### config.mk
export PLATFORM = sky130hd
export DESIGN_NAME = rip_packet_parser_unit_flat
export DESIGN_NICKNAME = d
export VERILOG_FILES = /design/src/rtl/rpp_pkg.sv /design/src/rtl/rpp_if.sv /design/src/rtl/rpp_out_fifo.sv /design/src/rtl/rip_packet_parser_unit.sv /design/src/flat_wrapper.sv
export SDC_FILE = /design/constraint.sdc
export NUM_CORES = 1
export LEC_CHECK = 0
export BUFFER_PORTS_ARGS = -buffer_cell sky130_fd_sc_hd__buf_2
export CORE_AREA = 2 2 288 290
export CTS_CLUSTER_SIZE = 28
export DETAILED_ROUTE_END_ITERATION = 6
export DIE_AREA = 0 0 290 292
export GPL_TIMING_DRIVEN = 0
export SLEW_MARGIN = 10
export SYNTH_ARGS = -nofsm -noshare
export SYNTH_HDL_FRONTEND = slang
export SYNTH_SLANG_ARGS = --single-unit
### constraint.sdc
create_clock -name clk -period 6.3 [get_ports clk]
set_input_delay 1.89 -clock clk [delete_from_list [all_inputs] [get_ports clk]]
set_output_delay 1.89 -clock clk [all_outputs]
set_load 0.005 [all_outputs]
### src/rtl/rpp_pkg.sv
`timescale 1ns / 1ps

package rpp_pkg;

	localparam int unsigned MAX_ENTRIES_DEF = 25;

	// result queue: one input byte can yield two results
	localparam int unsigned FIFO_DEPTH = 4;
	localparam int unsigned FIFO_PTR_W = $clog2(FIFO_DEPTH);

	localparam logic [7:0]  CMD_REQUEST   = 8'h01;
	localparam logic [7:0]  CMD_RESPONSE  = 8'h02;
	localparam logic [7:0]  RIP_VERSION   = 8'h02;
	localparam logic [15:0] FAMILY_INET   = 16'h0002;
	localparam logic [15:0] FAMILY_NONE   = 16'h0000;
	localparam logic [15:0] ZERO_FIELD    = 16'h0000;
	localparam logic [31:0] METRIC_MAX    = 32'd16;
	localparam logic [3:0]  IHL_MASK      = 4'hf;
	localparam int unsigned ENTRY_BYTES   = 20;
	localparam int unsigned UDP_HDR_BYTES = 8;
	localparam int unsigned RIP_HDR_BYTES = 4;

	typedef enum logic [2:0] {
		VERDICT_OK          = 3'd0,
		VERDICT_LENGTH      = 3'd1,
		VERDICT_ZERO_FIELD  = 3'd2,
		VERDICT_CMD_VERSION = 3'd3,
		VERDICT_FAMILY      = 3'd4,
		VERDICT_METRIC      = 3'd5,
		VERDICT_MASK        = 3'd6,
		VERDICT_TOO_MANY    = 3'd7
	} verdict_t;

	typedef enum logic {
		KIND_ENTRY   = 1'b0,
		KIND_VERDICT = 1'b1
	} item_kind_t;

	typedef struct packed {
		item_kind_t  item_kind;
		logic [4:0]  entry_index;
		logic [31:0] route_addr;
		logic [31:0] route_mask;
		logic [31:0] next_hop;
		logic [4:0]  route_metric;
		logic [7:0]  rip_command;
		logic [4:0]  entry_count;
		verdict_t    verdict;
		logic        last_result;
	} rpp_result_t;

	typedef logic [7:0] rip_hdr_t [RIP_HDR_BYTES];

	function automatic verdict_t header_check(input rip_hdr_t hdr);
		verdict_t v;
		v = VERDICT_OK;
		if ({hdr[2], hdr[3]} != ZERO_FIELD) begin
			v = VERDICT_ZERO_FIELD;
		end else if (!((hdr[0] == CMD_REQUEST || hdr[0] == CMD_RESPONSE) &&
				hdr[1] == RIP_VERSION)) begin
			v = VERDICT_CMD_VERSION;
		end
		return v;
	endfunction

endpackage

### src/rtl/rpp_if.sv
`timescale 1ns / 1ps

interface rpp_byte_if;
	logic       valid;
	logic       ready;
	logic [7:0] data_byte;
	logic       last_byte;

	modport source (output valid, output data_byte, output last_byte, input ready);
	modport sink (input valid, input data_byte, input last_byte, output ready);
endinterface

interface rpp_result_if;
	logic        valid;
	logic        ready;
	logic        item_kind;
	logic [4:0]  entry_index;
	logic [31:0] route_addr;
	logic [31:0] route_mask;
	logic [31:0] next_hop;
	logic [4:0]  route_metric;
	logic [7:0]  rip_command;
	logic [4:0]  entry_count;
	logic [2:0]  verdict;
	logic        last_result;

	modport source (output valid, output item_kind, output entry_index, output route_addr,
		output route_mask, output next_hop, output route_metric, output rip_command,
		output entry_count, output verdict, output last_result, input ready);
	modport sink (input valid, input item_kind, input entry_index, input route_addr,
		input route_mask, input next_hop, input route_metric, input rip_command,
		input entry_count, input verdict, input last_result, output ready);
endinterface

### src/rtl/rpp_out_fifo.sv
`timescale 1ns / 1ps

module rpp_out_fifo (
	input  logic                clk,
	input  logic                arst_n,
	input  logic                push_a,
	input  rpp_pkg::rpp_result_t data_a,
	input  logic                push_b,
	input  rpp_pkg::rpp_result_t data_b,
	input  logic                pop,
	output logic                space,
	output logic                valid,
	output rpp_pkg::rpp_result_t head
);

	localparam int unsigned PW = rpp_pkg::FIFO_PTR_W;

	rpp_pkg::rpp_result_t mem_q [rpp_pkg::FIFO_DEPTH];
	logic [PW-1:0] wr_ptr_q;
	logic [PW-1:0] rd_ptr_q;
	logic [PW:0]   cnt_q;
	logic [PW-1:0] wr_b_ptr;
	logic          do_pop;

	// the second item lands after the first when both arrive together
	assign wr_b_ptr = wr_ptr_q + PW'(push_a);
	assign do_pop   = pop && valid;
	assign valid    = cnt_q != '0;
	assign head     = mem_q[rd_ptr_q];
	assign space    = cnt_q <= (PW+1)'(rpp_pkg::FIFO_DEPTH - 2);

	always_ff @(posedge clk) begin
		if (push_a) begin
			mem_q[wr_ptr_q] <= data_a;
		end
		if (push_b) begin
			mem_q[wr_b_ptr] <= data_b;
		end
	end

	always_ff @(posedge clk or negedge arst_n) begin
		if (!arst_n) begin
			wr_ptr_q <= '0;
			rd_ptr_q <= '0;
			cnt_q    <= '0;
		end else begin
			wr_ptr_q <= wr_ptr_q + PW'(push_a) + PW'(push_b);
			rd_ptr_q <= rd_ptr_q + PW'(do_pop);
			cnt_q    <= cnt_q + (PW+1)'(push_a) + (PW+1)'(push_b) - (PW+1)'(do_pop);
		end
	end

endmodule

### src/rtl/rip_packet_parser_unit.sv
`timescale 1ns / 1ps

// RIPv2 packet parser. Takes an IPv4/UDP/RIPv2 packet one byte per beat and can accept
// a byte on every cycle; a result can appear as early as the cycle after the byte that
// causes it, and a verdict that shares its byte with an entry follows it in the queue.
// An entry passing its checks, with no earlier failure, is delivered at its last byte, and
// the byte marked last yields a verdict item after it. Results go through a four-deep
// queue; input ready is low while fewer than two queue slots are free, since the final
// byte of a packet can produce both an entry and the verdict. The parser is back at its
// start state right after the last byte, so the next packet can follow without a gap.
module rip_packet_parser_unit #(
	parameter int unsigned MAX_ENTRIES = rpp_pkg::MAX_ENTRIES_DEF
) (
	input  logic       clk,
	input  logic       arst_n,
	rpp_byte_if.sink   pkt,
	rpp_result_if.source route
);

	localparam int unsigned HB = rpp_pkg::RIP_HDR_BYTES;
	localparam int unsigned EB = rpp_pkg::ENTRY_BYTES;

	logic [15:0]      pos_q;
	logic [15:0]      total_q;
	logic [3:0]       hw_q;
	rpp_pkg::rip_hdr_t hdr_q;
	logic [7:0]       ent_q [EB-1];
	rpp_pkg::verdict_t fe_q;
	logic [4:0]       seen_q;
	logic [4:0]       idx_q;
	logic [4:0]       j_q;
	logic [16:0]      ent_end_q;

	logic             beat;
	logic [7:0]       b;
	logic [3:0]       hw_n;
	logic [15:0]      total_n;
	logic [6:0]       hs;
	logic [6:0]       es;
	logic             in_hdr;
	logic             in_ent;
	rpp_pkg::rip_hdr_t hdr_n;
	rpp_pkg::verdict_t hdr_err;
	logic             ent_done;
	logic [15:0]      fam;
	logic [31:0]      metric;
	logic [31:0]      mask_be;
	logic [31:0]      inv;
	logic             fam_ok;
	rpp_pkg::verdict_t ent_err;
	logic             emit;
	rpp_pkg::verdict_t fe_n;
	logic [4:0]       seen_n;
	logic [15:0]      bp_next;
	rpp_pkg::verdict_t final_v;
	rpp_pkg::rpp_result_t ent_item;
	rpp_pkg::rpp_result_t ver_item;
	rpp_pkg::rpp_result_t head;
	logic             space;
	logic             fifo_valid;

	assign beat = pkt.valid && pkt.ready;
	assign b    = pkt.data_byte;

	assign hw_n    = (pos_q == 16'd0) ? (b[3:0] & rpp_pkg::IHL_MASK) : hw_q;
	assign hs      = {1'b0, hw_n, 2'b00} + 7'(rpp_pkg::UDP_HDR_BYTES);
	assign es      = hs + 7'(HB);
	assign in_hdr  = (pos_q >= {9'd0, hs}) && (pos_q < {9'd0, es});
	assign bp_next = (pos_q == 16'hffff) ? pos_q : pos_q + 16'd1;

	always_comb begin
		total_n = total_q;
		if (pos_q == 16'd2) begin
			total_n = {b, total_q[7:0]};
		end else if (pos_q == 16'd3) begin
			total_n = {total_q[15:8], b};
		end
	end

	// rip header start is a multiple of four, so the low position bits pick the byte
	always_comb begin
		hdr_n = hdr_q;
		if (in_hdr) begin
			hdr_n[pos_q[1:0]] = b;
		end
	end

	assign hdr_err = rpp_pkg::header_check(hdr_n);

	// an entry counts only if it ends within the stated total length
	assign in_ent   = (pos_q >= {9'd0, es}) && (ent_end_q <= {1'b0, total_q});
	assign ent_done = in_ent && (fe_q == rpp_pkg::VERDICT_OK) && (j_q == 5'(EB - 1));

	assign fam     = {ent_q[0], ent_q[1]};
	assign metric  = {ent_q[16], ent_q[17], ent_q[18], b};
	assign mask_be = {ent_q[8], ent_q[9], ent_q[10], ent_q[11]};
	assign inv     = ~mask_be;
	assign fam_ok  = (hdr_q[0] == rpp_pkg::CMD_RESPONSE && fam == rpp_pkg::FAMILY_INET) ||
		(hdr_q[0] == rpp_pkg::CMD_REQUEST && fam == rpp_pkg::FAMILY_NONE);

	always_comb begin
		ent_err = rpp_pkg::VERDICT_OK;
		if (idx_q >= 5'(MAX_ENTRIES)) begin
			ent_err = rpp_pkg::VERDICT_TOO_MANY;
		end else if (!fam_ok) begin
			ent_err = rpp_pkg::VERDICT_FAMILY;
		end else if (metric == 32'd0 || metric > rpp_pkg::METRIC_MAX) begin
			ent_err = rpp_pkg::VERDICT_METRIC;
		end else if ((inv & (inv + 32'd1)) != 32'd0) begin
			ent_err = rpp_pkg::VERDICT_MASK;
		end
	end

	assign emit   = ent_done && (ent_err == rpp_pkg::VERDICT_OK);
	assign seen_n = seen_q + 5'(emit);

	always_comb begin
		fe_n = fe_q;
		if (in_hdr && pos_q == {9'd0, es - 7'd1} && fe_q == rpp_pkg::VERDICT_OK) begin
			fe_n = hdr_err;
		end else if (ent_done && ent_err != rpp_pkg::VERDICT_OK) begin
			fe_n = ent_err;
		end
	end

	always_comb begin
		if (total_n > bp_next) begin
			final_v = rpp_pkg::VERDICT_LENGTH;
		end else if (fe_n != rpp_pkg::VERDICT_OK) begin
			final_v = fe_n;
		end else if (bp_next < {9'd0, es}) begin
			final_v = hdr_err;
		end else begin
			final_v = rpp_pkg::VERDICT_OK;
		end
	end

	always_comb begin
		ent_item              = '0;
		ent_item.item_kind    = rpp_pkg::KIND_ENTRY;
		ent_item.entry_index  = idx_q;
		ent_item.route_addr   = {ent_q[7], ent_q[6], ent_q[5], ent_q[4]};
		ent_item.route_mask   = {ent_q[11], ent_q[10], ent_q[9], ent_q[8]};
		ent_item.next_hop     = {ent_q[15], ent_q[14], ent_q[13], ent_q[12]};
		ent_item.route_metric = b[4:0];
		ent_item.rip_command  = hdr_n[0];
		ent_item.entry_count  = seen_n;
		ent_item.verdict      = rpp_pkg::VERDICT_OK;
		ent_item.last_result  = 1'b0;

		ver_item              = '0;
		ver_item.item_kind    = rpp_pkg::KIND_VERDICT;
		ver_item.rip_command  = hdr_n[0];
		ver_item.entry_count  = seen_n;
		ver_item.verdict      = final_v;
		ver_item.last_result  = 1'b1;
	end

	// entry bytes: after nineteen beats slot k holds byte k of the current entry
	always_ff @(posedge clk) begin
		if (beat) begin
			ent_q[EB-2] <= b;
			for (int k = 0; k < EB - 2; k++) begin
				ent_q[k] <= ent_q[k+1];
			end
		end
	end

	always_ff @(posedge clk or negedge arst_n) begin
		if (!arst_n) begin
			pos_q     <= '0;
			total_q   <= '0;
			hw_q      <= '0;
			hdr_q     <= '{default: '0};
			fe_q      <= rpp_pkg::VERDICT_OK;
			seen_q    <= '0;
			idx_q     <= '0;
			j_q       <= '0;
			ent_end_q <= '0;
		end else if (beat) begin
			if (pkt.last_byte) begin
				pos_q     <= '0;
				total_q   <= '0;
				hw_q      <= '0;
				hdr_q     <= '{default: '0};
				fe_q      <= rpp_pkg::VERDICT_OK;
				seen_q    <= '0;
				idx_q     <= '0;
				j_q       <= '0;
				ent_end_q <= '0;
			end else begin
				pos_q   <= bp_next;
				total_q <= total_n;
				hw_q    <= hw_n;
				hdr_q   <= hdr_n;
				fe_q    <= fe_n;
				seen_q  <= seen_n;
				if (pos_q == 16'd0) begin
					j_q       <= '0;
					idx_q     <= '0;
					ent_end_q <= {10'd0, es} + 17'(EB);
				end else if (pos_q >= {9'd0, es} && pos_q != 16'hffff) begin
					// entry slot tracking, frozen once the byte count saturates
					if (j_q == 5'(EB - 1)) begin
						j_q       <= '0;
						idx_q     <= (idx_q == 5'h1f) ? idx_q : idx_q + 5'd1;
						ent_end_q <= ent_end_q + 17'(EB);
					end else begin
						j_q <= j_q + 5'd1;
					end
				end
			end
		end
	end

	assign pkt.ready = space;

	rpp_out_fifo u_out_fifo (
		.clk    (clk),
		.arst_n (arst_n),
		.push_a (beat && emit),
		.data_a (ent_item),
		.push_b (beat && pkt.last_byte),
		.data_b (ver_item),
		.pop    (route.ready),
		.space  (space),
		.valid  (fifo_valid),
		.head   (head)
	);

	assign route.valid        = fifo_valid;
	assign route.item_kind    = head.item_kind;
	assign route.entry_index  = head.entry_index;
	assign route.route_addr   = head.route_addr;
	assign route.route_mask   = head.route_mask;
	assign route.next_hop     = head.next_hop;
	assign route.route_metric = head.route_metric;
	assign route.rip_command  = head.rip_command;
	assign route.entry_count  = head.entry_count;
	assign route.verdict      = head.verdict;
	assign route.last_result  = head.last_result;

endmodule
### src/flat_wrapper.sv
// flat-port wrapper written by rule: the top's interface ports become plain ports
module rip_packet_parser_unit_flat 
#(
	parameter int unsigned MAX_ENTRIES = rpp_pkg::MAX_ENTRIES_DEF
)
  (clk, arst_n, pkt_valid, pkt_data_byte, pkt_last_byte, pkt_ready, route_valid, route_item_kind, route_entry_index, route_route_addr, route_route_mask, route_next_hop, route_route_metric, route_rip_command, route_entry_count, route_verdict, route_last_result, route_ready);
  rpp_byte_if pkt_i ();
  rpp_result_if route_i ();
  input  logic clk;
  input  logic arst_n;
  input wire logic [$bits(pkt_i.valid)-1:0] pkt_valid;
  input wire logic [$bits(pkt_i.data_byte)-1:0] pkt_data_byte;
  input wire logic [$bits(pkt_i.last_byte)-1:0] pkt_last_byte;
  output wire logic [$bits(pkt_i.ready)-1:0] pkt_ready;
  output wire logic [$bits(route_i.valid)-1:0] route_valid;
  output wire logic [$bits(route_i.item_kind)-1:0] route_item_kind;
  output wire logic [$bits(route_i.entry_index)-1:0] route_entry_index;
  output wire logic [$bits(route_i.route_addr)-1:0] route_route_addr;
  output wire logic [$bits(route_i.route_mask)-1:0] route_route_mask;
  output wire logic [$bits(route_i.next_hop)-1:0] route_next_hop;
  output wire logic [$bits(route_i.route_metric)-1:0] route_route_metric;
  output wire logic [$bits(route_i.rip_command)-1:0] route_rip_command;
  output wire logic [$bits(route_i.entry_count)-1:0] route_entry_count;
  output wire logic [$bits(route_i.verdict)-1:0] route_verdict;
  output wire logic [$bits(route_i.last_result)-1:0] route_last_result;
  input wire logic [$bits(route_i.ready)-1:0] route_ready;
  assign pkt_i.valid = pkt_valid;
  assign pkt_i.data_byte = pkt_data_byte;
  assign pkt_i.last_byte = pkt_last_byte;
  assign pkt_ready = pkt_i.ready;
  assign route_valid = route_i.valid;
  assign route_item_kind = route_i.item_kind;
  assign route_entry_index = route_i.entry_index;
  assign route_route_addr = route_i.route_addr;
  assign route_route_mask = route_i.route_mask;
  assign route_next_hop = route_i.next_hop;
  assign route_route_metric = route_i.route_metric;
  assign route_rip_command = route_i.rip_command;
  assign route_entry_count = route_i.entry_count;
  assign route_verdict = route_i.verdict;
  assign route_last_result = route_i.last_result;
  assign route_i.ready = route_ready;
  rip_packet_parser_unit #(.MAX_ENTRIES(MAX_ENTRIES)) u_core (.clk(clk), .arst_n(arst_n), .pkt(pkt_i), .route(route_i));
endmodule
# Yosys cells after proc, flatten, opt, wreduce, memory -nomap -nowiden
# Memories as Yosys holds them, arrays and structs flattened.
# Cells that the tools add are included.
# totals
memories	2
ramBits	648
word_cells	140
input_bits	13
regBits	110
# mem_list
name	words	word_bits	rd	rd_clocked_by_memory_dff	wr	line	text
u_core.u_out_fifo.mem_q	4	124	1	0	2	rpp_out_fifo.sv:18	rpp_pkg::rpp_result_t mem_q [rpp_pkg::FIFO_DEPTH];
u_core.ent_q	19	8	19	0	19	rip_packet_parser_unit.sv:27	logic [7:0] ent_q [EB-1];
# op_classes
n_bitwise	3
eq_ne	14
magnitude_cmp	11
mux	44
reduce_logical	35
n_addsub	16
# ops
cell	n
2-to-1 mux 17 bit	4
2-to-1 mux 16 bit	4
2-to-1 mux 32 bit	2
2-to-1 mux 5 bit	10
equality test 16 x 2 -> 1 bit (second input constant)	3
2-to-1 mux 3 bit	11
adder 32 x 1 -> 32 bit (second input constant)	1
bitwise AND 32 bit	1
bitwise mux 32 bit	1
>= comparator 16 x 7 -> 1 bit	2
greater-than comparator 32 x 5 -> 1 bit (second input constant)	1
logical NOT 16 bit	2
logical NOT 32 bit	1
less-than comparator 16 x 7 -> 1 bit	2
NOT 32 bit	1
nonzero test 32 bit	1
equality test 8 x 2 -> 1 bit (second input constant)	3
adder 17 x 5 -> 17 bit (second input constant)	1
less-or-equal comparator 17 x 16 -> 1 bit	1
logical AND 1 bit	17
adder 16 x 1 -> 16 bit (second input constant)	1
demux 8 bit (select 2 bit)	1
equality test 16 bit (second input constant)	1
equality test 16 x 7 -> 1 bit	1
other kinds (30)	50

# Logic depth before layout (Yosys ltp)
# logic_depth
depth_word	16
mapped_depth	27
depth_no_buf	24

# Modules after synthesis
# From an unflattened synthesis, not the netlist that was laid out.
# hier_totals
hier_cells	2269
hier_area_um2	36480.0
# by_module_without_submodules
mod	n_inst	seq_area_each_um2	cells_per_inst	area_each_um2
rpp_out_fifo	1	15069.5	1237	24389.6
rip_packet_parser_unit	1	7091.8	1032	12090.3

# Worst setup path before layout
# No wires, ideal clock.
# synth_path
kind	in2reg
from	input port pkt_data_byte[1]
to	memory u_core.u_out_fifo.mem_q[0][10] in the netlist's numbering (enable)
setup_time_ns	0.364
slack_ns	-1.021
arrival_time_ns	6.957
cell_stages	21
path_cell_list	clkbuf_1 mux2i_1 inv_1 ha_1 or3_1 and2_1 and3_1 xor2_1 ha_1 nand2b_1 o31ai_1 o31ai_1 nor4_1 nand3_4 inv_1 ha_1 clkbuf_1 nor3_1 nor2_1 clkbuf_1 inv_1
# synth_rtl
element	line	text
start: declaration	flat_wrapper.sv:12	input wire logic [$bits(pkt_i.data_byte)-1:0] pkt_data_byte;
end: declaration	rpp_out_fifo.sv:18	

==> out/metrics.cfg <==
[min_path]
holdPathStages=0
min_to=u_core.ent_q[1][0]
min_from=u_core.ent_q[2][0]
hold_path.class=flip-flop to flip-flop

[setup_path]
critPathTopFamily=simple AND/OR/NAND/NOR gates
max_stage_delay_ps=410
reg2reg_to=u_core.u_out_fifo.mem_q[2][7]
r2r_setup_slack_ps=290
r2r_cells=27
cp-startpoint=pkt_data_byte[1]
path_cells=buf_2 > mux2i_4 > inv_1 > ha_1 > or3_1 > and2_1 > and3_1 > xor2_2 > ha_1 > nand2b_1 > o31ai_4 > o31ai_2 > nor4_4 > nand3_4 > inv_4 > ha_4 > clkbuf_2 > nor3_4 > buf_4 > nor2_4 > clkbuf_8 > clkinvlp_4 > buf_4
end_kind=flip-flop
worstSetupPathDepth=23
r2r_start=u_core.pos_q[1]
critPathBufInv=8
crit_slowest_cell=or3_1
critical_path_class=primary input to flip-flop
crit_path_start_kind=primary input
worst_ep_required_time_ps=6630
arrival_ps=6440
crit_fanout=11

[logic_synthesis]
ys_async_sr_fraction_pct=14.4
synthesis.nets=3330
yosysSeqAreaShare_pct=55.0
syn_area_sq_um=32300
synth_cell_type_count=70
yosysWarnings=0
ys_ff_latch=752
ys_dominant_reg_cell=dfxtp_1
synthCells=3252
syn_avg_cell_area_sq_um=9.92
synth_edf_count=216

[placed_design]
dp_hpwl_um=63700
port_buffers=138
place_congestion=0.854
dpl_cell_area_sq_um=34500
dp.cells=4462

[clock_network]
h-tree-depth=3
cts_sinks=752
cts.reportedPaths.clkPinSlew_ps=60
cts_buffers=83
clk_path_buf_depth=3
clock_latency_ps=640
cts_hold_buf=0
cts_tree=yes
root_buffer=clkbuf_16

[grt]
grt_pass1_vias=24300
antenna_found_initial=4
grt_usage_pct=22.2
grt_pass1_wl_um=147000
overflow=0
grt_max_degree=90

[route]
wirelength_um=95100
vias=25100
initialDrtViolationCount=2279
drtAntennaViolNets=0
vias_per_cell=5.42
drc=0
wl_per_cell_um=20.5
drtPass1Iterations=6

[sta]
fmax_mhz=164
setup_tns_ps=0
worst-slew-pin-transition_ps=1080
maxSlewHeadroom_pct=27.5
slew_viol_final=0
fin_crit_ps=6110
finClkSkew_ps=20.6
final-setup-viol-count=0
hold_viol=0
post-route-period-util_pct=97.0

[power]
power_uw=14600
vdd_drop_max_uv=214
power.leakage_uw=0.0142
powerDensity_nw_per_um2=386

[job]
cap_violations=0

[outcome]
outcome=complete, no violations

[finish]
finalNonFillerCells=4640
multiInputGateArea_sq_um=13500
final_common_cell=nand2_1
antenna_cells=0
synthToLayoutAreaGrowth_pct=16.9
drive_gt1_share_pct=16.4
register_area_sq_um=17800
fill_cells=7581
fin_nets=3582
most-common-layout-cells=973 x nand2_1, 464 x a21oi_1, 428 x dfxtp_1, 216 x edfxtp_1, 173 x buf_2
final_cell_area_sq_um=37700

[floorplan]
io_pins=139
die_w_um=290
core.rowCount=105
core_area_sq_um=81600
initial_core_util_pct=39.6
die_area_sq_um=84700
fp.dieH_um=292

==> report_power, final <==
| part | total [uW] | switching (uW) | internal (uW) |
|---|---|---|---|
| Sequential | 6220 | 569 | 5650 |
| Combinational | 3500 | 2190 | 1310 |
| Clock | 4850 | 2010 | 2840 |
| Total | 14600 | 4770 | 9800 |
==> cells by family after synthesis <==
| kind of cell | after synthesis | share of synthesized area [%] |
|---|---|---|
| flops | 752 | 55.0 |
| fa+ha+maj | 65 | 2.57 |
| compound gates | 671 | 11.3 |
| buf+inv | 284 | 3.90 |
| simple gates | 1293 | 16.7 |
| mux | 156 | 9.66 |
| xor+xnor | 31 | 0.841 |
==> per-stage QoR <==
| step | setup WS [ps] | utilization [%] | hold slack, ps |
|---|---|---|---|
| after CTS | 1.30 | 46.0 | 408 |
| after global placement | -1900 | 42.2 | 403 |
| after floorplan | 2.09 | - | 400 |
| after global routing | -0.698 | 46.2 | 415 |
| final | 192 | 46.2 | 408 |
| after detailed placement | -2020 | 42.3 | 405 |
==> how the worst max path moves through the flow <==
stage	endpoint	slack [ps]
after CTS	u_core.u_out_fifo.mem_q[3][41]	1
after global placement	u_core.u_out_fifo.mem_q[1][83]	-1900
after global routing	u_core.u_out_fifo.mem_q[2][105]	-0.7
after floorplan	u_core.u_out_fifo.mem_q[3][10]	2
final	u_core.u_out_fifo.mem_q[2][7]	190
after detailed placement	u_core.u_out_fifo.mem_q[1][109]	-2020
==> layout make-up <==
type / count / area share [%]
timing repair buffer: 176 / 2.81
inverter: 58 / 0.623
sequential: 752 / 47.1
tap: 1070 / 3.55
multi-input combinational: 2216 / 35.8
clock buffer: 115 / 6.18
clock inverter: 36 / 0.995
buffer: 217 / 2.94
==> timing repair <==
action / 4_1_cts / 5_1_grt
setup endpoints to repair: 553 / 517
buffers inserted: 25 / 11
pin swaps: 6 / 6
gates resized for setup: 52 / 38
==> registers in the layout (all words and copies together) (netlist names), 4 cells and up <==
signal	flops
u_core.u_out_fifo.mem_q	492
u_core.total_q	16
u_core.hdr_q	32
u_core.ent_end_q	15
u_core.hw_q	4
u_core.seen_q	5
u_core.ent_q	152
u_core.j_q	5
u_core.pos_q	16
u_core.idx_q	5
==> routing by layer <==
| metal | track usage, % | vias up | share of wire (%) |
|---|---|---|---|
| li1 | - | 11800 | - |
| met1 | 30.2 | 12400 | 44 |
| met2 | 36.4 | 781 | 48 |
| met3 | 3.23 | 146 | 5.8 |
| met4 | 7.22 | 4 | 2.7 |
| met5 | 0 | - | 0.016 |
==> cell usage after synthesis, drive strengths merged (18+ instances only) <==
cell type	count	share of area [%]
a21oi	464	7.2
a22oi	35	0.81
buf	83	1.6
clkbuf	143	1.7
dfrtp	108	8.4
dfxtp	428	27
edfxtp	216	20
ha	63	2.4
inv	57	0.66
mux2i	20	0.62
mux4	123	8.6
nand2	975	11
nand3	33	0.55
nand4	20	0.39
nor2	121	1.4
nor3	30	0.50
nor4	29	0.56
o21ai	93	1.4
xor2	18	0.49
Power figures use the tool's default switching activity.
